$ cat src/hw/rtl/mpt_pkg.sv
`timescale 1ns / 1ps

package mpt_pkg;

   localparam int PRICE_FIELD_BITS = 32;
   localparam int SLOT_BITS        = 16;
   localparam int CSR_INDEX_BITS   = 3;
   localparam int CSR_DATA_BITS    = 64;

   typedef enum logic [CSR_INDEX_BITS-1:0] {
      CSR_DIRECTION        = 3'd0,
      CSR_STOP_LOSS_OFFSET = 3'd1,
      CSR_LEVEL_COUNT      = 3'd2,
      CSR_INTERVAL_WORDS   = 3'd3,
      CSR_PROFIT_WORDS     = 3'd4
   } csr_index_type;

   typedef enum logic [2:0] {
      EV_NONE        = 3'd0,
      EV_OPENED      = 3'd1,
      EV_ADDED       = 3'd2,
      EV_STOP_LOSS   = 3'd3,
      EV_STOP_PROFIT = 3'd4
   } event_type;

   typedef struct packed {
      logic                        kind;
      logic [PRICE_FIELD_BITS-1:0] bid_price;
      logic [PRICE_FIELD_BITS-1:0] ask_price;
   } req_type;

   typedef struct packed {
      event_type  event_code;
      logic [2:0] level_now;
      logic       position_active;
   } rsp_type;

   typedef struct packed {
      logic                   direction;
      logic [SLOT_BITS-1:0]   stop_loss_offset;
      logic [2:0]             level_count;
      logic [4*SLOT_BITS-1:0] interval_words;
      logic [4*SLOT_BITS-1:0] profit_words;
   } cfg_type;

endpackage

$ cat src/hw/rtl/mpt_csr.sv
`timescale 1ns / 1ps

module mpt_csr (
   input  logic                                 clock,
   input  logic                                 reset,
   input  logic                                 csr_write_enable,
   input  logic [mpt_pkg::CSR_INDEX_BITS-1:0]   csr_index,
   input  logic [mpt_pkg::CSR_DATA_BITS-1:0]    csr_data,
   output mpt_pkg::cfg_type                     cfg_ff
);

   mpt_pkg::cfg_type cfg_in;

   always_comb begin
      cfg_in = cfg_ff;
      if (csr_write_enable) begin
         unique case (mpt_pkg::csr_index_type'(csr_index))
            mpt_pkg::CSR_DIRECTION: begin
               cfg_in.direction = csr_data[0];
            end
            mpt_pkg::CSR_STOP_LOSS_OFFSET: begin
               cfg_in.stop_loss_offset = csr_data[mpt_pkg::SLOT_BITS-1:0];
            end
            mpt_pkg::CSR_LEVEL_COUNT: begin
               cfg_in.level_count = csr_data[2:0];
            end
            mpt_pkg::CSR_INTERVAL_WORDS: begin
               cfg_in.interval_words = csr_data[4*mpt_pkg::SLOT_BITS-1:0];
            end
            mpt_pkg::CSR_PROFIT_WORDS: begin
               cfg_in.profit_words = csr_data[4*mpt_pkg::SLOT_BITS-1:0];
            end
            default: begin
               cfg_in = cfg_ff;
            end
         endcase
      end
   end

   always_ff @(posedge clock) begin
      if (reset) begin
         cfg_ff.direction        <= 1'b0;
         cfg_ff.stop_loss_offset <= '0;
         cfg_ff.level_count      <= 3'd1;
         cfg_ff.interval_words   <= '0;
         cfg_ff.profit_words     <= '0;
      end else begin
         cfg_ff <= cfg_in;
      end
   end

endmodule

$ cat src/hw/rtl/mpt_engine.sv
`timescale 1ns / 1ps

module mpt_engine #(
   parameter int MAX_LEVELS  = 4,
   parameter int PRICE_BITS  = 32,
   parameter int OFFSET_BITS = 16
) (
   input  logic             clock,
   input  logic             reset,
   input  mpt_pkg::cfg_type cfg,
   input  logic             fire,
   input  mpt_pkg::req_type item,
   output mpt_pkg::rsp_type rsp_ff
);

   localparam int LVL_BITS = $clog2(MAX_LEVELS + 1);
   localparam logic [2:0] LC_MAX = 3'(MAX_LEVELS);

   typedef logic [PRICE_BITS-1:0] price_type;

   function automatic price_type sat_add(price_type a, price_type b);
      logic [PRICE_BITS:0] s;
      s = {1'b0, a} + {1'b0, b};
      return s[PRICE_BITS] ? {PRICE_BITS{1'b1}} : s[PRICE_BITS-1:0];
   endfunction

   function automatic price_type sat_sub(price_type a, price_type b);
      return (a > b) ? (a - b) : '0;
   endfunction

   function automatic price_type slot(logic [4*mpt_pkg::SLOT_BITS-1:0] words,
                                       logic [2:0] i);
      logic [OFFSET_BITS-1:0] v;
      v = words[i[1:0]*mpt_pkg::SLOT_BITS +: OFFSET_BITS];
      return PRICE_BITS'(v);
   endfunction

   logic                active_ff, active_in;
   logic [LVL_BITS-1:0] level_ff, level_in;
   price_type           ref_ff, ref_in;
   price_type           next_add_ff, next_add_in;
   price_type           next_profit_ff, next_profit_in;
   price_type           loss_ff, loss_in;
   mpt_pkg::rsp_type    rsp_in;

   logic                sell;
   price_type           bid, ask;
   logic [2:0]          n3, lvl3, adv_idx3;
   price_type           adv_ref, add_iv, prof_iv, last_add, open_ref;
   logic                do_advance, all_used, hit_loss, hit_add, hit_profit;
   mpt_pkg::event_type  ev;

   always_comb begin
      sell = cfg.direction;
      bid  = price_type'(64'(item.bid_price));
      ask  = price_type'(64'(item.ask_price));
      lvl3 = 3'(level_ff);

      if (cfg.level_count == 3'd0) begin
         n3 = 3'd1;
      end else if (cfg.level_count > LC_MAX) begin
         n3 = LC_MAX;
      end else begin
         n3 = cfg.level_count;
      end

      open_ref = sell ? bid : ask;
      all_used = lvl3 >= n3;
      hit_loss = all_used && (sell ? (loss_ff <= ask) : (loss_ff >= bid));
      hit_add  = !all_used && (sell ? (bid >= next_add_ff) : (ask <= next_add_ff));
      hit_profit = sell ? (ask <= next_profit_ff) : (bid >= next_profit_ff);

      active_in      = active_ff;
      level_in       = level_ff;
      ref_in         = ref_ff;
      next_add_in    = next_add_ff;
      next_profit_in = next_profit_ff;
      loss_in        = loss_ff;
      ev             = mpt_pkg::EV_NONE;
      do_advance     = 1'b0;

      if (item.kind) begin
         ref_in     = open_ref;
         loss_in    = sell ? sat_add(open_ref, PRICE_BITS'(cfg.stop_loss_offset))
                           : sat_sub(open_ref, PRICE_BITS'(cfg.stop_loss_offset));
         active_in  = 1'b1;
         do_advance = 1'b1;
         ev         = mpt_pkg::EV_OPENED;
      end else if (active_ff) begin
         if (hit_loss) begin
            active_in = 1'b0;
            ev        = mpt_pkg::EV_STOP_LOSS;
         end else if (hit_add) begin
            do_advance = 1'b1;
            ev         = mpt_pkg::EV_ADDED;
         end else if (hit_profit) begin
            active_in = 1'b0;
            ev        = mpt_pkg::EV_STOP_PROFIT;
         end
      end

      // shared level advance: open starts at level zero from the new reference
      adv_idx3 = item.kind ? 3'd0 : lvl3;
      adv_ref  = item.kind ? open_ref : ref_ff;
      add_iv   = slot(cfg.interval_words, adv_idx3 + 3'd1);
      prof_iv  = slot(cfg.profit_words, adv_idx3);
      last_add = sell ? sat_add(adv_ref, slot(cfg.interval_words, adv_idx3))
                      : sat_sub(adv_ref, slot(cfg.interval_words, adv_idx3));
      if (do_advance) begin
         if ((adv_idx3 + 3'd1) < n3) begin
            next_add_in = sell ? sat_add(adv_ref, add_iv) : sat_sub(adv_ref, add_iv);
         end
         if (adv_idx3 < n3) begin
            next_profit_in = sell ? sat_sub(last_add, prof_iv) : sat_add(last_add, prof_iv);
         end
         level_in = LVL_BITS'(adv_idx3 + 3'd1);
      end

      rsp_in.event_code      = ev;
      rsp_in.level_now       = 3'(level_in);
      rsp_in.position_active = active_in;
   end

   always_ff @(posedge clock) begin
      if (reset) begin
         active_ff      <= 1'b0;
         level_ff       <= '0;
         ref_ff         <= '0;
         next_add_ff    <= '0;
         next_profit_ff <= '0;
         loss_ff        <= '0;
      end else if (fire) begin
         active_ff      <= active_in;
         level_ff       <= level_in;
         ref_ff         <= ref_in;
         next_add_ff    <= next_add_in;
         next_profit_ff <= next_profit_in;
         loss_ff        <= loss_in;
      end
   end

   always_ff @(posedge clock) begin
      if (fire) begin
         rsp_ff <= rsp_in;
      end
   end

endmodule

$ cat src/hw/rtl/martingale_position_tracker.sv
`timescale 1ns / 1ps
// flow: a beat accepted is held in the input register until the engine fires,
//   then its result is registered in the result register and shown on rsp_ from then on
// throughput: one tick per cycle while rsp_stall is not holding a valid result
// reset: synchronous, active high; clears pipeline valids, position state
//   and configuration (level count resets to one)

module martingale_position_tracker #(
   parameter int MAX_LEVELS  = 4,
   parameter int PRICE_BITS  = 32,
   parameter int OFFSET_BITS = 16
) (
   input  logic                               clock,
   input  logic                               reset,
   input  logic                               req_valid,
   output logic                               req_stall,
   input  mpt_pkg::req_type                   req_data,
   output logic                               rsp_valid,
   input  logic                               rsp_stall,
   output mpt_pkg::rsp_type                   rsp_data,
   input  logic                               csr_write_enable,
   input  logic [mpt_pkg::CSR_INDEX_BITS-1:0] csr_index,
   input  logic [mpt_pkg::CSR_DATA_BITS-1:0]  csr_data
);

   logic             in_valid_ff, in_valid_in;
   mpt_pkg::req_type in_data_ff;
   logic             rsp_valid_ff, rsp_valid_in;
   logic             advance, fire, load;
   mpt_pkg::cfg_type cfg;

   mpt_csr u_csr (
      .clock            (clock),
      .reset            (reset),
      .csr_write_enable (csr_write_enable),
      .csr_index        (csr_index),
      .csr_data         (csr_data),
      .cfg_ff           (cfg)
   );

   mpt_engine #(
      .MAX_LEVELS  (MAX_LEVELS),
      .PRICE_BITS  (PRICE_BITS),
      .OFFSET_BITS (OFFSET_BITS)
   ) u_engine (
      .clock  (clock),
      .reset  (reset),
      .cfg    (cfg),
      .fire   (fire),
      .item   (in_data_ff),
      .rsp_ff (rsp_data)
   );

   assign advance   = !rsp_valid_ff || !rsp_stall;
   assign fire      = in_valid_ff && advance;
   assign req_stall = in_valid_ff && !advance;
   assign load      = req_valid && !req_stall;
   assign rsp_valid = rsp_valid_ff;

   always_comb begin
      in_valid_in = in_valid_ff;
      if (load) begin
         in_valid_in = 1'b1;
      end else if (fire) begin
         in_valid_in = 1'b0;
      end
      rsp_valid_in = rsp_valid_ff;
      if (fire) begin
         rsp_valid_in = 1'b1;
      end else if (!rsp_stall) begin
         rsp_valid_in = 1'b0;
      end
   end

   always_ff @(posedge clock) begin
      if (reset) begin
         in_valid_ff  <= 1'b0;
         rsp_valid_ff <= 1'b0;
      end else begin
         in_valid_ff  <= in_valid_in;
         rsp_valid_ff <= rsp_valid_in;
      end
   end

   always_ff @(posedge clock) begin
      if (load) begin
         in_data_ff <= req_data;
      end
   end

endmodule
$ cat config.mk
export PLATFORM = sky130hd
export DESIGN_NAME = martingale_position_tracker
export DESIGN_NICKNAME = d
export VERILOG_FILES = /design/src/hw/rtl/mpt_pkg.sv /design/src/hw/rtl/mpt_csr.sv /design/src/hw/rtl/mpt_engine.sv /design/src/hw/rtl/martingale_position_tracker.sv
export SDC_FILE = /design/constraint.sdc
export NUM_CORES = 2
export LEC_CHECK = 0
export BUFFER_PORTS_ARGS = -buffer_cell sky130_fd_sc_hd__buf_2
export CAP_MARGIN = 20
export CORE_ASPECT_RATIO = 1.2
export CORE_MARGIN = 2
export CORE_UTILIZATION = 35
export DETAILED_ROUTE_END_ITERATION = 6
export PLACE_DENSITY_LB_ADDON = 0.3
export SLEW_MARGIN = 20
export SYNTH_ARGS = -nofsm -noshare
export SYNTH_HDL_FRONTEND = slang
export SYNTH_HIERARCHICAL = 1
export SYNTH_SLANG_ARGS = --single-unit
$ cat constraint.sdc
create_clock -name clock -period 23.3 [get_ports clock]
set_input_delay 1.165 -clock clock [delete_from_list [all_inputs] [get_ports clock]]
set_output_delay 1.165 -clock clock [all_outputs]
set_load 0.05 [all_outputs]
=== After elaboration in Yosys (flattened, before gate mapping) ===
Cells that the tools add are included.

* Add/subtract/negate cells: 9
* Multipliers: 0
* Div/mod/pow operators: 0
* Magnitude comparators: 14
* Eq/ne operators: 5
* Shift operators: 3
* Multiplexer cells: 38
* Bitwise operators: 1
* Reductions and logical operators: 24

{| class="wikitable"
|+ Operators by type and width
! cell !! count
|-
| 32-bit 2-to-1 mux || 14
|-
| 64-bit by 7-bit variable part select with 16-bit output || 3
|-
| 32-bit by 16-bit adder with 33-bit output || 4
|-
| 32-bit by 16-bit > comparator with 1-bit output || 4
|-
| 32-bit by 16-bit subtractor with 32-bit output || 4
|-
| 32-bit greater-or-equal comparator || 3
|-
| 32-bit <= comparator || 3
|-
| 1-bit 2-to-1 mux || 17
|-
| 3-bit 2-to-1 mux || 5
|-
| 2-bit AND reduction || 6
|-
| 3-bit by 2-bit equality test with 1-bit output (second input constant) || 2
|-
| 3-bit zero test || 2
|-
| 3-bit less-than comparator || 2
|-
| 3-bit AND reduction || 2
|-
| 1-bit logical AND || 5
|-
| 1-bit zero test || 5
|-
| 2-bit 2-to-1 mux || 2
|-
| 4-bit OR reduction || 1
|-
| 3-bit by 1-bit adder with 3-bit output (second input constant) || 1
|-
| 3-bit by 1-bit equality test with 1-bit output (second input constant) || 1
|-
| 3-bit equality test (second input constant) || 1
|-
| 3-bit greater-or-equal comparator || 1
|-
| 3-bit > comparator (second input constant) || 1
|-
| 2-bit by 1-bit != test with 1-bit output (second input constant) || 1
|-
| other kinds (4) || 4
|}

* Flip-flop bits (word level): 354
* Latch bits: 0
* Memory bits (writable): 0
* Memory bits (read-only): 0
* Input bits: 137
* Output and inout port bits: 9
* Word-level logic and storage cells: 115
* Memories kept: 0

=== Longest topological paths before layout ===
* Depth after elaboration: 11
* Mapped depth: 38
* Depth with buffers taken out: 30

=== Modules after synthesis ===
The synthesis kept the hierarchy.

{| class="wikitable"
|+ Modules (own cells, without submodules)
! module !! times used !! cells each !! area each (um^2) !! seq. area each (um^2)
|-
| mpt_engine || 1 || 2920 || 21997.3 || 2852.7
|-
| mpt_csr || 1 || 555 || 6049.6 || 2962.8
|-
| martingale_position_tracker || 1 || 75 || 2038.2 || 1991.9
|}

=== Worst setup path after synthesis ===
Ideal clock, no wire load.

* Kind: register -> register
* Start: register u_csr/cfg_ff[147] in the netlist's numbering
* End: register u_engine.next_profit_ff[1]
* Library setup time: 0.088 ns
* Data arrival time: 8.078 ns
* Data required time: 23.212 ns
* Slack: 15.134 ns
* Cell stages (with the launch flop): 38
* Buffers on the path: 12
* Clock period less this slack: 8.166 ns
* Cell sequence: dfxtp_1 -> buf_6 -> buf_12 -> buf_6 -> buf_2 -> clkbuf_1 -> clkbuf_1 -> clkbuf_1 -> clkbuf_1 -> buf_1 -> mux2i_1 -> a21oi_1 -> ha_1 -> buf_2 -> nor2_1 -> o311ai_0 -> a311o_1 -> o2bb2ai_1 -> (+2 left out) -> a21oi_1 -> nor2_1 -> ha_1 -> inv_1 -> fa_1 -> o21bai_1 -> a21oi_1 -> o21ai_0 -> a21oi_1 -> o21ai_0 -> a221o_1 -> a31o_2 -> nor3b_2 -> nand3_2 -> buf_2 -> or2_1 -> a21o_1 -> a311oi_2

* Cells in the longest elaborated chain, start to end: 8
* Elaborated cells on any way between the ends: 23
* Classes of those cells: add/sub (4); order compare (2); mux (14); reduce/logical (3)

{| class="wikitable"
|+ Ends and longest elaborated chain
! what !! line !! text
|-
| start: declaration || mpt_csr.sv:9 || <nowiki>output mpt_pkg::cfg_type cfg_ff</nowiki>
|-
| start signal: assignment || mpt_csr.sv:48 || <nowiki>cfg_ff <= cfg_in;</nowiki>
|-
| 32-bit 2-to-1 mux (*) || mpt_engine.sv:67 || <nowiki>open_ref = sell ? bid : ask;</nowiki>
|-
| 32-bit 2-to-1 mux (*) || mpt_engine.sv:104 || <nowiki>adv_ref = item.kind ? open_ref : ref_ff;</nowiki>
|-
| named net u_engine.adv_ref[11] || mpt_engine.sv:49 || <nowiki>price_type adv_ref, add_iv, prof_iv, last_add, open_ref;</nowiki>
|-
| 32-bit by 16-bit adder with 33-bit output (tied with other cells) || mpt_engine.sv:23 || <nowiki>s = {1'b0, a} + {1'b0, b};</nowiki>
|-
| 32-bit 2-to-1 mux, on equally long branches || mpt_engine.sv:24, mpt_engine.sv:28 ||
|-
| 32-bit 2-to-1 mux (*) || mpt_engine.sv:107 || <nowiki>last_add = sell ? sat_add(adv_ref, slot(cfg.interval_words, adv_idx3))</nowiki>
|-
| 32-bit by 16-bit adder with 33-bit output (tied with other cells) || mpt_engine.sv:23 ||
|-
| 32-bit 2-to-1 mux, on equally long branches || mpt_engine.sv:24, mpt_engine.sv:28 ||
|-
| 32-bit 2-to-1 mux (*) || mpt_engine.sv:114 || <nowiki>next_profit_in = sell ? sat_sub(last_add, prof_iv) : sat_add(last_add, prof_iv);</nowiki>
|-
| end signal: assignment || mpt_engine.sv:137 || <nowiki>next_profit_ff <= next_profit_in;</nowiki>
|-
| end: declaration || mpt_engine.sv:42 || <nowiki>price_type next_profit_ff, next_profit_in;</nowiki>
|}

Mark *: on every way through the listed nets, which the timed path passes. The rest lies on a longest branch.
A chain may end at the register's enable or synchronous reset.

=== Final worst setup path ===
* Start: register in_data_ff[64] in the netlist's numbering
* End: register u_engine.next_profit_ff[5]

* Cells in the longest elaborated chain, start to end: 8
* Elaborated cells on any way between the ends: 19
* Classes of those cells: add/sub (4); order compare (3); shift (2); mux (9); reduce/logical (1)

{| class="wikitable"
|+ Ends and longest elaborated chain
! what !! line !! text
|-
| start: declaration || martingale_position_tracker.sv:27 || <nowiki>mpt_pkg::req_type in_data_ff;</nowiki>
|-
| start signal: assignment || martingale_position_tracker.sv:87 || <nowiki>in_data_ff <= req_data;</nowiki>
|-
| 3-bit 2-to-1 mux || mpt_engine.sv:103 || <nowiki>adv_idx3 = item.kind ? 3'd0 : lvl3;</nowiki>
|-
| 64-bit by 7-bit variable part select with 16-bit output || mpt_engine.sv:34 || <nowiki>v = words[i[1:0]*mpt_pkg::SLOT_BITS +: OFFSET_BITS];</nowiki>
|-
| 32-bit by 16-bit subtractor with 32-bit output (tied with other cells) || mpt_engine.sv:28 || <nowiki>return (a > b) ? (a - b) : '0;</nowiki>
|-
| 32-bit 2-to-1 mux, on equally long branches || mpt_engine.sv:28, mpt_engine.sv:24 ||
|-
| 32-bit 2-to-1 mux || mpt_engine.sv:107 ||
|-
| 32-bit by 16-bit adder with 33-bit output (tied with other cells) || mpt_engine.sv:23 ||
|-
| 32-bit 2-to-1 mux, on equally long branches || mpt_engine.sv:24, mpt_engine.sv:28 ||
|-
| 32-bit 2-to-1 mux || mpt_engine.sv:114 ||
|}

Parallel ways exist; a longest one is shown, timed or not.

==> out/metrics.cfg <==
[drt]
routed.top_layer = met5
drtIter0Drc = 2129
drcViolationCount = 0
vias = 26700
vias_per_cell = 5.62
dr.pass1.iters = 5
post_drt_wl_per_cell_microns = 23.1
met1_length_microns = 47200
met2_length_microns = 50800
drt_wl_total_microns = 110000
met3_length_microns = 5310
antenna_left = 0

[placed_design]
dp_hpwl_microns = 86300
port_buffers = 145
place_congestion = 0.977
place_ws_ns = 14.05

[hold_path]
min_path_cells = 2
min_to = u_engine/next_add_ff[7]
hp-start = u_engine/next_add_ff[7]
hold_path_class = flop to flop

[grt]
grt_max_degree = 160
antenna_found_initial = 1
overflow = 0
track_usage = 0.240
grt_pass1_wl_microns = 163000
grt_pass1_vias = 25600

[flow_run]
drv_cap = 0

[worst_setup_path]
crit_arrival_ns = 9.72
rr_endpoint = u_engine/next_profit_ff[5]
critical_path.max_fanout = 19
worstSetupPathType = flop to flop
crit-reg2reg-launch = in_data_ff[64]
start_kind = flop
r2r_cells = 28
crit_path_end_kind = flop
reg2reg_setup_slack_ns = 14.08
critical_path_buf_inv_count = 3
crit_top_cell = o21ai_0
slowest_stage = nand2_1
cp.required_ns = 23.81
crit_family = simple AND/OR/NAND/NOR gates
crit_path_max_incr_delay_ns = 0.88

[clock_network]
postCtsResizedCells = 0
cts_buffer_depth = 3
holdBufCountCts = 0
postCtsSetupRepairBufs = 0
clock_sinks = 354
cts.reportedPaths.clkPinSlew_ns = 0.07
cts_tree = done
root_buffer = clkbuf_16
insertion_delay_ns = 0.61
htreeDepth = 2
numCtsBuffers = 43

[pwr]
swShare = 0.345
p_seq_frac = 0.363
power.leakage_uw = 0.0135
power.density_nw_per_um2 = 56.8
comb_power_share = 0.274
ir_drop_mv = 0.0498
internal-power_uw = 1230
p_sw_uw = 650
p_clk_frac = 0.362

[timing]
worst_slew_pin_slew_ns = 1.20
totalNegativeSetupSlack_ns = 0
period_share = 0.396
finalHoldViolCount = 0
finalMaxSlewViolations = 0
finalClockSkew_ns = 0.0258
rsz0062_at_grt = false
setup_viol = 0
layout_setup_ws_ns = 14.08
period_minus_slack_ns = 9.22
slew_headroom = 0.190
fmax_mhz = 109

[logic_synthesis]
synth-seq-cells = 354
yosys-top-cells-area = dfxtp_1, ha_1, mux2i_1
yosys_warnings = 6
ys_async_sr_fraction = 0
synthTopCellsByCount = ha_1, dfxtp_1, inv_1, nor2_1, mux2i_1
seq_area_frac_synth = 0.260
synth-edff-count = 72
synth.most_common_cell = ha_1
synth.top_cell.area_share = 0.188
synth.largest_area_cell = dfxtp_1
ys_types = 103
synth_nets = 4024
ys.flop_type = dfxtp_1
synth_area_sq_um = 30100
synthCells = 3550
synth.avg_cell_area_sq_um = 8.47

[floorplanning]
core_area_sq_um = 85100
die_h_microns = 325
dieArea_sq_um = 88300
rows = 117
dieWidth_microns = 272
start_util = 0.354
io_pins = 146

[final_layout]
syn_to_final_growth_pct = 10.1
antennaDiodeCount = 0
nets = 4060
drive_gt1_frac = 0.0956

[outcome]
status = finished clean

==> routing by layer <==
layer	global-route usage	vias up
li1	-	12800
met4	0.124	2
met5	0	-
met3	0.0289	215
met2	0.399	864
met1	0.305	12800
==> metrics by stage <==
stage	utilization	power [uW]	cell area (sq um)	hold slack (ns)	std cells
6_report	0.390	1880	33100	0.461	4751
5_1_grt	0.390	1970	33100	0.487	4751
2_1_floorplan	-	1050	30100	0.436	3550
3_3_place_gp	0.373	1210	31700	0.446	4670
4_1_cts	0.389	1890	33100	0.460	4750
3_5_place_dp	0.373	1210	31700	0.453	4670
==> state kept, by name, summed over array words and instances, names as in the netlist <==
register	count
u_csr/cfg_ff	148
u_engine/rsp_ff	7
rsp_valid	1
u_engine/next_add_ff	32
u_engine/next_profit_ff	32
u_engine/level_ff	3
in_valid_ff	1
u_engine/loss_ff	32
u_engine/ref_ff	32
in_data_ff	65
u_engine/active_ff	1
==> worst min-delay path, stage by stage, from the launching register on <==
cell and delay, ns:
dfxtp_1 0.31, nand2_1 0.05, a21oi_1 0.05
==> area by class of cell <==
| type | count | area [sq um] |
|---|---|---|
| clock buffers | 56 | 1180 |
| flip-flops and latches | 354 | 7810 |
| clock inverters | 24 | 233 |
| fillers | 8720 | 51900 |
| multi-input cells | 2719 | 20400 |
| well taps | 1130 | 1410 |
| inverters | 285 | 1070 |
| repair buffers | 183 | 1020 |
==> worst max path at each step <==
stage | from | to | slack, ns | depth (start not counted)
3_3_place_gp | in_data_ff[64] | u_engine/next_profit_ff[19] | 14.26 | 29
4_1_cts | in_data_ff[64] | u_engine/next_profit_ff[5] | 14.00 | 27
3_5_place_dp | in_data_ff[64] | u_engine/next_profit_ff[5] | 14.05 | 27
5_1_grt | in_data_ff[64] | u_engine/next_profit_ff[5] | 13.20 | 28
2_1_floorplan | u_csr/cfg_ff[147] | u_engine/next_profit_ff[1] | 15.13 | 37
6_report | in_data_ff[64] | u_engine/next_profit_ff[5] | 14.08 | 28
==> cell usage in the layout, fill, tap and decap left out, types with 31 or more instances in the layout <==
master / Yosys / final
ha_1: 329 / 329
inv_1: 281 / 280
dfxtp_1: 282 / 280
nor2_1: 274 / 271
mux2i_1: 269 / 269
nand2b_1: 240 / 240
a21oi_1: 235 / 235
o21ai_0: 160 / 160
xnor2_1: 153 / 153
nand2_1: 149 / 149
buf_2: 23 / 144
a21o_1: 109 / 109
nand3_1: 74 / 74
edfxtp_1: 72 / 72
a211oi_1: 64 / 63
nand4_1: 62 / 62
nor3_1: 60 / 60
a221oi_1: 45 / 45
clkbuf_16: 0 / 43
buf_4: 14 / 38
o21bai_1: 36 / 36
xor2_1: 32 / 32
a31oi_1: 31 / 31
==> power by group through the flow <==
stage | Clock (uW) | Sequential, uW | Combinational [uW]
after detailed placement | 0 | 697 | 508
after global routing | 721 | 686 | 567
final | 683 | 684 | 517
after floorplan | 0 | 680 | 366
after CTS | 697 | 684 | 511
after global placement | 0 | 697 | 508
==> logic make-up (layout without fill, tap and decap cells) <==
logic type | Yosys count | count (layout) | synth area share
AO/OA/AOI/OAI | 887 | 887 | 0.197
XOR/XNOR | 185 | 185 | 0.0539
adder cells (fa/ha/maj) | 337 | 337 | 0.142
buffers and inverters | 477 | 548 | 0.0640
flip-flops | 354 | 354 | 0.260
multiplexers | 302 | 302 | 0.108
AND/OR/NAND/NOR | 1008 | 1008 | 0.175
No activity file was read; power rests on OpenSTA's default activity.
